===== config.mk =====
export PLATFORM = sky130hd
export DESIGN_NAME = pdll_ctrl
export DESIGN_NICKNAME = d
export VERILOG_FILES = /design/src/pdll_pkg.sv /design/src/pdll_ctrl.sv
export SDC_FILE = /design/constraint.sdc
export NUM_CORES = 1
export LEC_CHECK = 0
export CORE_MARGIN = 5
export CORE_UTILIZATION = 40
export CTS_CLUSTER_DIAMETER = 80
export DETAILED_ROUTE_END_ITERATION = 10
export DONT_BUFFER_PORTS = 1
export GPL_TIMING_DRIVEN = 0
export MAX_ROUTING_LAYER = met4
export PLACE_DENSITY_LB_ADDON = 0.25
export SYNTH_ARGS = -nofsm -noshare
export SYNTH_HDL_FRONTEND = slang
export SYNTH_SLANG_ARGS = --single-unit

===== constraint.sdc =====
create_clock -name clk -period 3.8 [get_ports clk]
set_clock_uncertainty 0.1 [all_clocks]
set_input_delay 0.19 -clock clk [delete_from_list [all_inputs] [get_ports clk]]
set_output_delay 0.19 -clock clk [all_outputs]
set_load 0.1 [all_outputs]

===== src/pdll_pkg.sv =====
// Shared constants, operation codes, controller states, commands and status for the list.
package pdll_pkg;

    localparam int NODES  = 256;
    localparam int ADDR_W = $clog2(NODES);
    localparam int PTR_W  = ADDR_W + 1;
    localparam int CNT_W  = PTR_W;
    localparam int DATA_W = 32;

    localparam logic [PTR_W-1:0] NIL = PTR_W'(NODES);

    typedef enum logic [3:0] {
        K_PUSH_BACK  = 4'd0,
        K_PUSH_FRONT = 4'd1,
        K_INSERT     = 4'd2,
        K_ERASE      = 4'd3,
        K_REPLACE    = 4'd4,
        K_POP_FRONT  = 4'd5,
        K_POP_BACK   = 4'd6,
        K_READ_FRONT = 4'd7,
        K_READ_BACK  = 4'd8,
        K_READ_NODE  = 4'd9,
        K_AT_INDEX   = 4'd10,
        K_FIND       = 4'd11,
        K_REMOVE_EQ  = 4'd12,
        K_UNIQUE     = 4'd13,
        K_REVERSE    = 4'd14,
        K_CLEAR      = 4'd15
    } kind_t;

    typedef enum logic [4:0] {
        S_IDLE,
        S_DISP,
        S_NQ,
        S_ALLOC,
        S_ALLOC2,
        S_PLINK,
        S_REL,
        S_AW,
        S_AWS,
        S_FL,
        S_FQ,
        S_RE,
        S_REQ,
        S_UP,
        S_UPQ,
        S_UC,
        S_UCQ,
        S_UPN,
        S_RV,
        S_RVQ,
        S_CL,
        S_CLQ,
        S_DONE
    } state_t;

    typedef enum logic [4:0] {
        CMD_NOP,
        CMD_LOAD,
        CMD_RD_N,
        CMD_RD_CUR,
        CMD_RD_FREE,
        CMD_RD_BASE,
        CMD_PTAIL,
        CMD_PPOS,
        CMD_ALLOC,
        CMD_PLINK,
        CMD_UNLINK,
        CMD_RELEASE,
        CMD_REPL,
        CMD_REPORT,
        CMD_AW_STEP,
        CMD_FNEXT,
        CMD_UBASE,
        CMD_UADV,
        CMD_RVSWAP,
        CMD_RVEND,
        CMD_CLREL,
        CMD_CLEND,
        CMD_BULK,
        CMD_EMIT
    } cmd_t;

    typedef struct packed {
        kind_t kind;
        logic  given;
        logic  x_nil;
        logic  n_nil;
        logic  cur_nil;
        logic  base_nil;
        logic  free_nil;
        logic  idx_oob;
        logic  steps_zero;
        logic  q_live;
        logic  q_match;
        logic  q_bmatch;
        logic  out_free;
    } status_t;

endpackage


===== src/pdll_ctrl.sv =====
// Sequencer that steps each list operation through datapath commands.
module pdll_ctrl (
    input  logic              clk,
    input  logic              rst_n,
    input  logic              in_valid,
    output logic              in_stall,
    input  pdll_pkg::status_t st,
    output pdll_pkg::cmd_t    cmd
);
    import pdll_pkg::*;

    state_t state_reg;
    state_t state_next;

    always_ff @(posedge clk or negedge rst_n)
    begin
        if (!rst_n)
        begin
            state_reg <= S_IDLE;
        end
        else
        begin
            state_reg <= state_next;
        end
    end

    assign in_stall = (state_reg != S_IDLE);

    always_comb
    begin
        state_next = state_reg;
        cmd        = CMD_NOP;
        unique case (state_reg)
            S_IDLE:
            begin
                if (in_valid)
                begin
                    cmd        = CMD_LOAD;
                    state_next = S_DISP;
                end
            end
            S_DISP:
            begin
                unique case (st.kind) inside
                    K_PUSH_BACK, K_PUSH_FRONT, K_INSERT:
                    begin
                        if (st.x_nil)
                        begin
                            cmd        = CMD_PTAIL;
                            state_next = S_ALLOC;
                        end
                        else
                        begin
                            cmd        = CMD_RD_N;
                            state_next = S_NQ;
                        end
                    end
                    K_ERASE, K_REPLACE, K_POP_FRONT, K_POP_BACK,
                    K_READ_FRONT, K_READ_BACK, K_READ_NODE:
                    begin
                        if (st.n_nil)
                        begin
                            state_next = S_DONE;
                        end
                        else
                        begin
                            cmd        = CMD_RD_N;
                            state_next = S_NQ;
                        end
                    end
                    K_AT_INDEX:
                    begin
                        state_next = st.idx_oob ? S_DONE : S_AW;
                    end
                    K_FIND:
                    begin
                        if (st.given)
                        begin
                            cmd        = CMD_RD_N;
                            state_next = S_NQ;
                        end
                        else
                        begin
                            state_next = S_FL;
                        end
                    end
                    K_REMOVE_EQ: state_next = S_RE;
                    K_UNIQUE:    state_next = S_UP;
                    K_REVERSE:   state_next = S_RV;
                    default:     state_next = S_CL;
                endcase
            end
            S_NQ:
            begin
                state_next = S_DONE;
                unique case (st.kind) inside
                    K_PUSH_BACK, K_PUSH_FRONT, K_INSERT:
                    begin
                        if (st.kind != K_INSERT || st.q_live)
                        begin
                            cmd        = CMD_PPOS;
                            state_next = S_ALLOC;
                        end
                    end
                    K_ERASE, K_POP_FRONT, K_POP_BACK:
                    begin
                        if (st.kind != K_ERASE || st.q_live)
                        begin
                            cmd        = CMD_UNLINK;
                            state_next = S_REL;
                        end
                    end
                    K_REPLACE:
                    begin
                        if (st.q_live)
                        begin
                            cmd = CMD_REPL;
                        end
                    end
                    K_READ_FRONT, K_READ_BACK, K_READ_NODE, K_AT_INDEX:
                    begin
                        if (st.kind != K_READ_NODE || st.q_live)
                        begin
                            cmd = CMD_REPORT;
                        end
                    end
                    K_FIND:
                    begin
                        if (st.q_live)
                        begin
                            cmd        = CMD_FNEXT;
                            state_next = S_FL;
                        end
                    end
                    default: state_next = S_DONE;
                endcase
            end
            S_ALLOC:
            begin
                if (st.free_nil)
                begin
                    state_next = S_DONE;
                end
                else
                begin
                    cmd        = CMD_RD_FREE;
                    state_next = S_ALLOC2;
                end
            end
            S_ALLOC2:
            begin
                cmd        = CMD_ALLOC;
                state_next = S_PLINK;
            end
            S_PLINK:
            begin
                cmd        = CMD_PLINK;
                state_next = S_DONE;
            end
            S_REL:
            begin
                cmd = CMD_RELEASE;
                if (st.kind == K_REMOVE_EQ)
                begin
                    state_next = S_RE;
                end
                else if (st.kind == K_UNIQUE)
                begin
                    state_next = S_UC;
                end
                else
                begin
                    state_next = S_DONE;
                end
            end
            S_AW:
            begin
                cmd        = CMD_RD_N;
                state_next = st.steps_zero ? S_NQ : S_AWS;
            end
            S_AWS:
            begin
                cmd        = CMD_AW_STEP;
                state_next = S_AW;
            end
            S_FL:
            begin
                if (st.cur_nil)
                begin
                    state_next = S_DONE;
                end
                else
                begin
                    cmd        = CMD_RD_CUR;
                    state_next = S_FQ;
                end
            end
            S_FQ:
            begin
                if (st.q_match)
                begin
                    cmd        = CMD_REPORT;
                    state_next = S_DONE;
                end
                else
                begin
                    cmd        = CMD_FNEXT;
                    state_next = S_FL;
                end
            end
            S_RE:
            begin
                if (st.cur_nil)
                begin
                    cmd        = CMD_BULK;
                    state_next = S_DONE;
                end
                else
                begin
                    cmd        = CMD_RD_CUR;
                    state_next = S_REQ;
                end
            end
            S_REQ:
            begin
                if (st.q_match)
                begin
                    cmd        = CMD_UNLINK;
                    state_next = S_REL;
                end
                else
                begin
                    cmd        = CMD_FNEXT;
                    state_next = S_RE;
                end
            end
            S_UP:
            begin
                if (st.base_nil)
                begin
                    cmd        = CMD_BULK;
                    state_next = S_DONE;
                end
                else
                begin
                    cmd        = CMD_RD_BASE;
                    state_next = S_UPQ;
                end
            end
            S_UPQ:
            begin
                cmd        = CMD_UBASE;
                state_next = S_UC;
            end
            S_UC:
            begin
                if (st.cur_nil)
                begin
                    cmd        = CMD_RD_BASE;
                    state_next = S_UPN;
                end
                else
                begin
                    cmd        = CMD_RD_CUR;
                    state_next = S_UCQ;
                end
            end
            S_UCQ:
            begin
                if (st.q_bmatch)
                begin
                    cmd        = CMD_UNLINK;
                    state_next = S_REL;
                end
                else
                begin
                    cmd        = CMD_FNEXT;
                    state_next = S_UC;
                end
            end
            S_UPN:
            begin
                cmd        = CMD_UADV;
                state_next = S_UP;
            end
            S_RV:
            begin
                if (st.cur_nil)
                begin
                    cmd        = CMD_RVEND;
                    state_next = S_DONE;
                end
                else
                begin
                    cmd        = CMD_RD_CUR;
                    state_next = S_RVQ;
                end
            end
            S_RVQ:
            begin
                cmd        = CMD_RVSWAP;
                state_next = S_RV;
            end
            S_CL:
            begin
                if (st.cur_nil)
                begin
                    cmd        = CMD_CLEND;
                    state_next = S_DONE;
                end
                else
                begin
                    cmd        = CMD_RD_CUR;
                    state_next = S_CLQ;
                end
            end
            S_CLQ:
            begin
                cmd        = CMD_CLREL;
                state_next = S_CL;
            end
            S_DONE:
            begin
                if (st.out_free)
                begin
                    cmd        = CMD_EMIT;
                    state_next = S_IDLE;
                end
            end
            default: state_next = S_IDLE;
        endcase
    end

endmodule


# Word level (Yosys, flattened, before mapping)

Cells that the tools add are included.

Multiplexer cells: 48
Equality and inequality tests: 41
Reduce and logical (&&, ||, !) cells: 11

Operator list:

| operator           | number |
|---|---|
| $pmux 5 s23        | 2 |
| $mux 5             | 19 |
| $eq 5x4->1 const B | 8 |
| $eq 5x5->1 const B | 7 |
| $pmux 5 s7         | 1 |
| $mux 4             | 8 |
| $eq 4x4->1 const B | 7 |
| $mux 3             | 7 |
| $eq 5x3->1 const B | 4 |
| $pmux 4 s5         | 1 |
| $eq 4x3->1 const B | 4 |
| $pmux 5 s3         | 1 |
| $eq 5x2->1 const B | 2 |
| $mux 2             | 5 |
| $pmux 3 s3         | 1 |
| $eq 4x2->1 const B | 2 |
| $ne 4x2->1 const B | 2 |
| $reduce_or 7->1    | 1 |
| $reduce_or 3->1    | 2 |
| $eq 5x1->1 const B | 1 |
| $logic_not 5->1    | 1 |
| $reduce_bool 5->1  | 1 |
| $eq 4x1->1 const B | 1 |
| $logic_not 4->1    | 1 |
| 6 further kinds    | 11 |

Register bits: 5
Input port bits: 19
Output and inout port bits: 6
Word-level logic and storage cells: 101

# Depth between registers and ports, before layout

Depth in word-level cells: 5
Depth in mapped cells: 8
Gate-level depth less buffers: 5

# Worst setup path after synthesis

Ideal clock, no wire load.

Path kind: register -> output
Start: register state_reg[2]
End: output cmd[2]
Stages on the path, launching flop included: 8
Data required time: 3.510 ns
Buffers on the path: 3
Arrival: 2.682 ns
Path slack: 0.828 ns
Path through: dfrtp_1 buf_4 buf_6 buf_6 nor3_1 nor2b_1 a31oi_1 o211ai_1

Longest elaborated chain between the ends: 2
Elaborated cells between the ends (all ways): 24
Classes of those cells: eq/ne (22); mux (1); reduce/logical (1)

RTL lines:

| element                            | line            | RTL |
|---|---|---|
| start, declared                    | pdll_ctrl.sv:12 | `state_t state_reg;` |
| start signal, assigned             | pdll_ctrl.sv:23 | `state_reg <= state_next;` |
| $eq 5x5->1 (tied with other cells) | pdll_ctrl.sv:33 | `unique case (state_reg)` |
| $pmux 5 s23 *                      | pdll_ctrl.sv:33 |  |
| end, declared                      | pdll_ctrl.sv:8  | `output pdll_pkg::cmd_t cmd` |

Mark *: on every way between the ends. The rest lies on a longest branch, timed or not.

# Worst setup path after layout

Start: register state_reg[3]
End: output cmd[1]

Same word-level chain as after synthesis.

==> run_results.csv <==
group,metric,value,unit
die,initial_utilization,0.418,
timing,final_hold_viol_count,0,
clocking,cts_setup_buffers,0,
placed_design,gp_congestion,1.04,
logic_synthesis,ys_ff_latch,5,
placed_design,port_buffers,0,
timing,timing.final.max_slew_violations,0,
clocking,cts_buffers,3,
global_routing,grt_usage,0.219,
layout,finish.utilization,0.462,
timing,rsz0062_at_grt,"no",
detailed_routing,vias,1918,
detailed_routing,drt-total-wl,5430,um
clocking,path_clk_slew,0.03,ns
timing,relSlewSlack,0.199,
clocking,cts-root-buf,"clkbuf_8",
global_routing,grt_max_degree,11,
setup_path,startpoint_type,"register",
logic_synthesis,yosysWarnings,0,
logic_synthesis,netlist_area,1540,um2
logic_synthesis,netlist_instances,233,
layout,diodes,0,
hold_path,hold_path.class,"input port to register",
die,die_area,5190,um2
logic_synthesis,async_reset_ff_frac,1.00,
power_and_ir_drop,pwr-share-seq,0.058,
logic_synthesis,syn_nets,252,
timing,worstMarginPinSlew,1.20,ns
power_and_ir_drop,leakage,0.000630,uW
logic_synthesis,synth_top_area_cell,"dfrtp_1",
detailed_routing,drtIter0Drc,259,
layout,largest_reg_flops,5,
clocking,cts_tree,"yes",
power_and_ir_drop,switching_share,0.640,
global_routing,gr-total-overflow,0,
logic_synthesis,synth_edf_count,0,
timing,setup-tns-final,0,ns
setup_path,cp.required,3.51,ns
logic_synthesis,ys_types,61,
timing,period_minus_slack,2.99,ns
job,cap_violations,0,
logic_synthesis,syn_area_per_cell,6.61,um2
detailed_routing,routed_via_density,6.64,
die,io_pins,25,
die,die_h,72.1,um
logic_synthesis,synth_area_leaders,"dfrtp_1 (8.1%), a21oi_1 (7.1%), nand2_1 (6.1%)",
detailed_routing,first_pass_iters,6,
power_and_ir_drop,power.share.clock,0.056,
timing,finalSetupViolCount,0,
timing,fin_crit_sh,0.787,
die,rows,22,
status,outcome,"completed",
layout,layout-drive-gt1-share,0.170,
global_routing,grt_pass1_wl,8850,um
die,core,3690,um2
logic_synthesis,synth_ff_type,"dfrtp_1",
detailed_routing,wire_per_inst,18.8,um
power_and_ir_drop,p_int,633,uW
logic_synthesis,synth_top_area_frac,0.0812,
layout,nets,261,
power_and_ir_drop,power_per_cell_area,1030,nW/um2
clocking,clk_latency,0.22,ns
global_routing,grt_pass1_vias,1748,
die,die_w,72.1,um
placed_design,dp_hpwl,4170,um
setup_path,worstPathArrival,2.70,ns
layout,synthToLayoutAreaGrowth,10.6,%
clocking,cts_resized,0,
detailed_routing,drc_errors,0,
setup_path,cp-end-kind,"output pin",
setup_path,worst-setup-path-type,"register to output pin",
logic_synthesis,yosysSeqAreaShare,0.0812,
clocking,h-tree-depth,1,
detailed_routing,ant_nets,0,
power_and_ir_drop,p_switching,1130,uW
power_and_ir_drop,ir_drop,0.471,mV
clocking,cts.sinks,5,
power_and_ir_drop,power_frac_comb,0.886,
clocking,clock_path_buffers,2,
logic_synthesis,netlist_top_cells_count,"nand2_1 (25), a21oi_1 (22), nor2_1 (16), o21ai_0 (15), buf_2 (14)",
global_routing,antenna_found_initial,0,
timing,maxClockFrequency,334,MHz
logic_synthesis,yosysMostFrequentCell,"nand2_1",
setup_path,crit_fanout,10,
## routing by layer
metal	wire length [um]	vias up	global-route usage
li1	-	898	-
met1	2270	865	0.285
met2	2490	134	0.345
met3	512	21	0.0319
met4	165	0	0.0752
met5	0	-	-
## worst max-delay path: stages (launching register included)
cell	delay [ns]
dfrtp_1	0.32
buf_2	0.23
buf_2	0.30
buf_4	0.23
nand2_1	0.06
a21oi_1	0.16
nor3_1	0.05
o21ai_1	0.18
nand4_1	0.94
## power by group through the flow
stage	Combinational [uW]	Sequential (uW)	Clock (uW)
2_1_floorplan	1200	97.5	0
3_3_place_gp	1450	102	0
3_5_place_dp	1530	103	0
4_1_cts	1530	103	101
5_1_grt	1650	105	105
6_report	1560	103	98.7
## cells in the final DEF (no fill, tap or decap), types with 4 or more instances in the layout
cell / netlist / routed
nand2_1: 25 / 25
a21oi_1: 22 / 22
nor2_1: 16 / 16
o21ai_0: 15 / 15
buf_2: 14 / 14
nor2b_1: 9 / 9
nor3_1: 8 / 8
nand2b_1: 8 / 8
nand3_1: 7 / 7
inv_1: 6 / 6
o21ai_1: 6 / 5
o22ai_1: 5 / 5
dfrtp_1: 5 / 5
buf_6: 4 / 4
buf_8: 1 / 4
clkbuf_1: 3 / 4
o2111ai_1: 4 / 4
a32oi_1: 4 / 4
a211oi_1: 4 / 4
o211ai_1: 4 / 4
## worst paths after layout
| path | from | endpoint | slack, ns | depth (start not counted) |
|---|---|---|---|---|
| worst max-delay path | state_reg[3]$_DFFE_PN0P_ | cmd[1] | 0.81 | 8 |
| worst min-delay path | in_valid | state_reg[0]$_DFFE_PN0P_ | 0.09 | 2 |
| worst max register to register | state_reg[4]$_DFFE_PN0P_ | state_reg[2]$_DFFE_PN0P_ | 1.91 | 6 |
| worst min register to register | state_reg[4]$_DFFE_PN0P_ | state_reg[1]$_DFFE_PN0P_ | 0.82 | 2 |
| max in group asynchronous | rst_n | state_reg[1]$_DFFE_PN0P_ | 3.26 | 1 |
| min in group asynchronous | rst_n | state_reg[4]$_DFFE_PN0P_ | 0.15 | 1 |
## through the flow
stage                     power (uW)  setup WS (ns)  hold WS, ns  std cells  instance area, um2
after floorplan                 1300          0.828       -0.206        233                1540
after detailed placement        1630           1.08       -0.205        284                1650
after global placement          1550          0.589       -0.205        281                1600
after global routing            1860          0.683        0.112        289                1700
final                           1760          0.809       0.0943        289                1700
after CTS                       1740          0.834       0.0829        289                1700
## timing repair
item                                   4_1_cts  5_1_grt
endpoints found under the hold margin        5        0
setup endpoints to repair                    0        0
hold buffers                                 1        0
## layout make-up
type	instances	area, um2
sequential	5	125
tap	48	60.1
multi-input combinational	195	1220
fill	395	1980
buffer	25	164
inverter	8	30.0
clock buffer	4	45.0
timing repair buffer	4	55.1
## logic make-up (layout without fill, tap and decap cells)
group | Yosys count | count (layout) | synth area share
mux | 3 | 3 | 0.0195
compound gates | 90 | 90 | 0.396
xor+xnor | 2 | 2 | 0.0114
simple gates | 100 | 100 | 0.366
flops | 5 | 5 | 0.0812
buf+inv | 33 | 41 | 0.126
(Power assumes the default switching activity.)
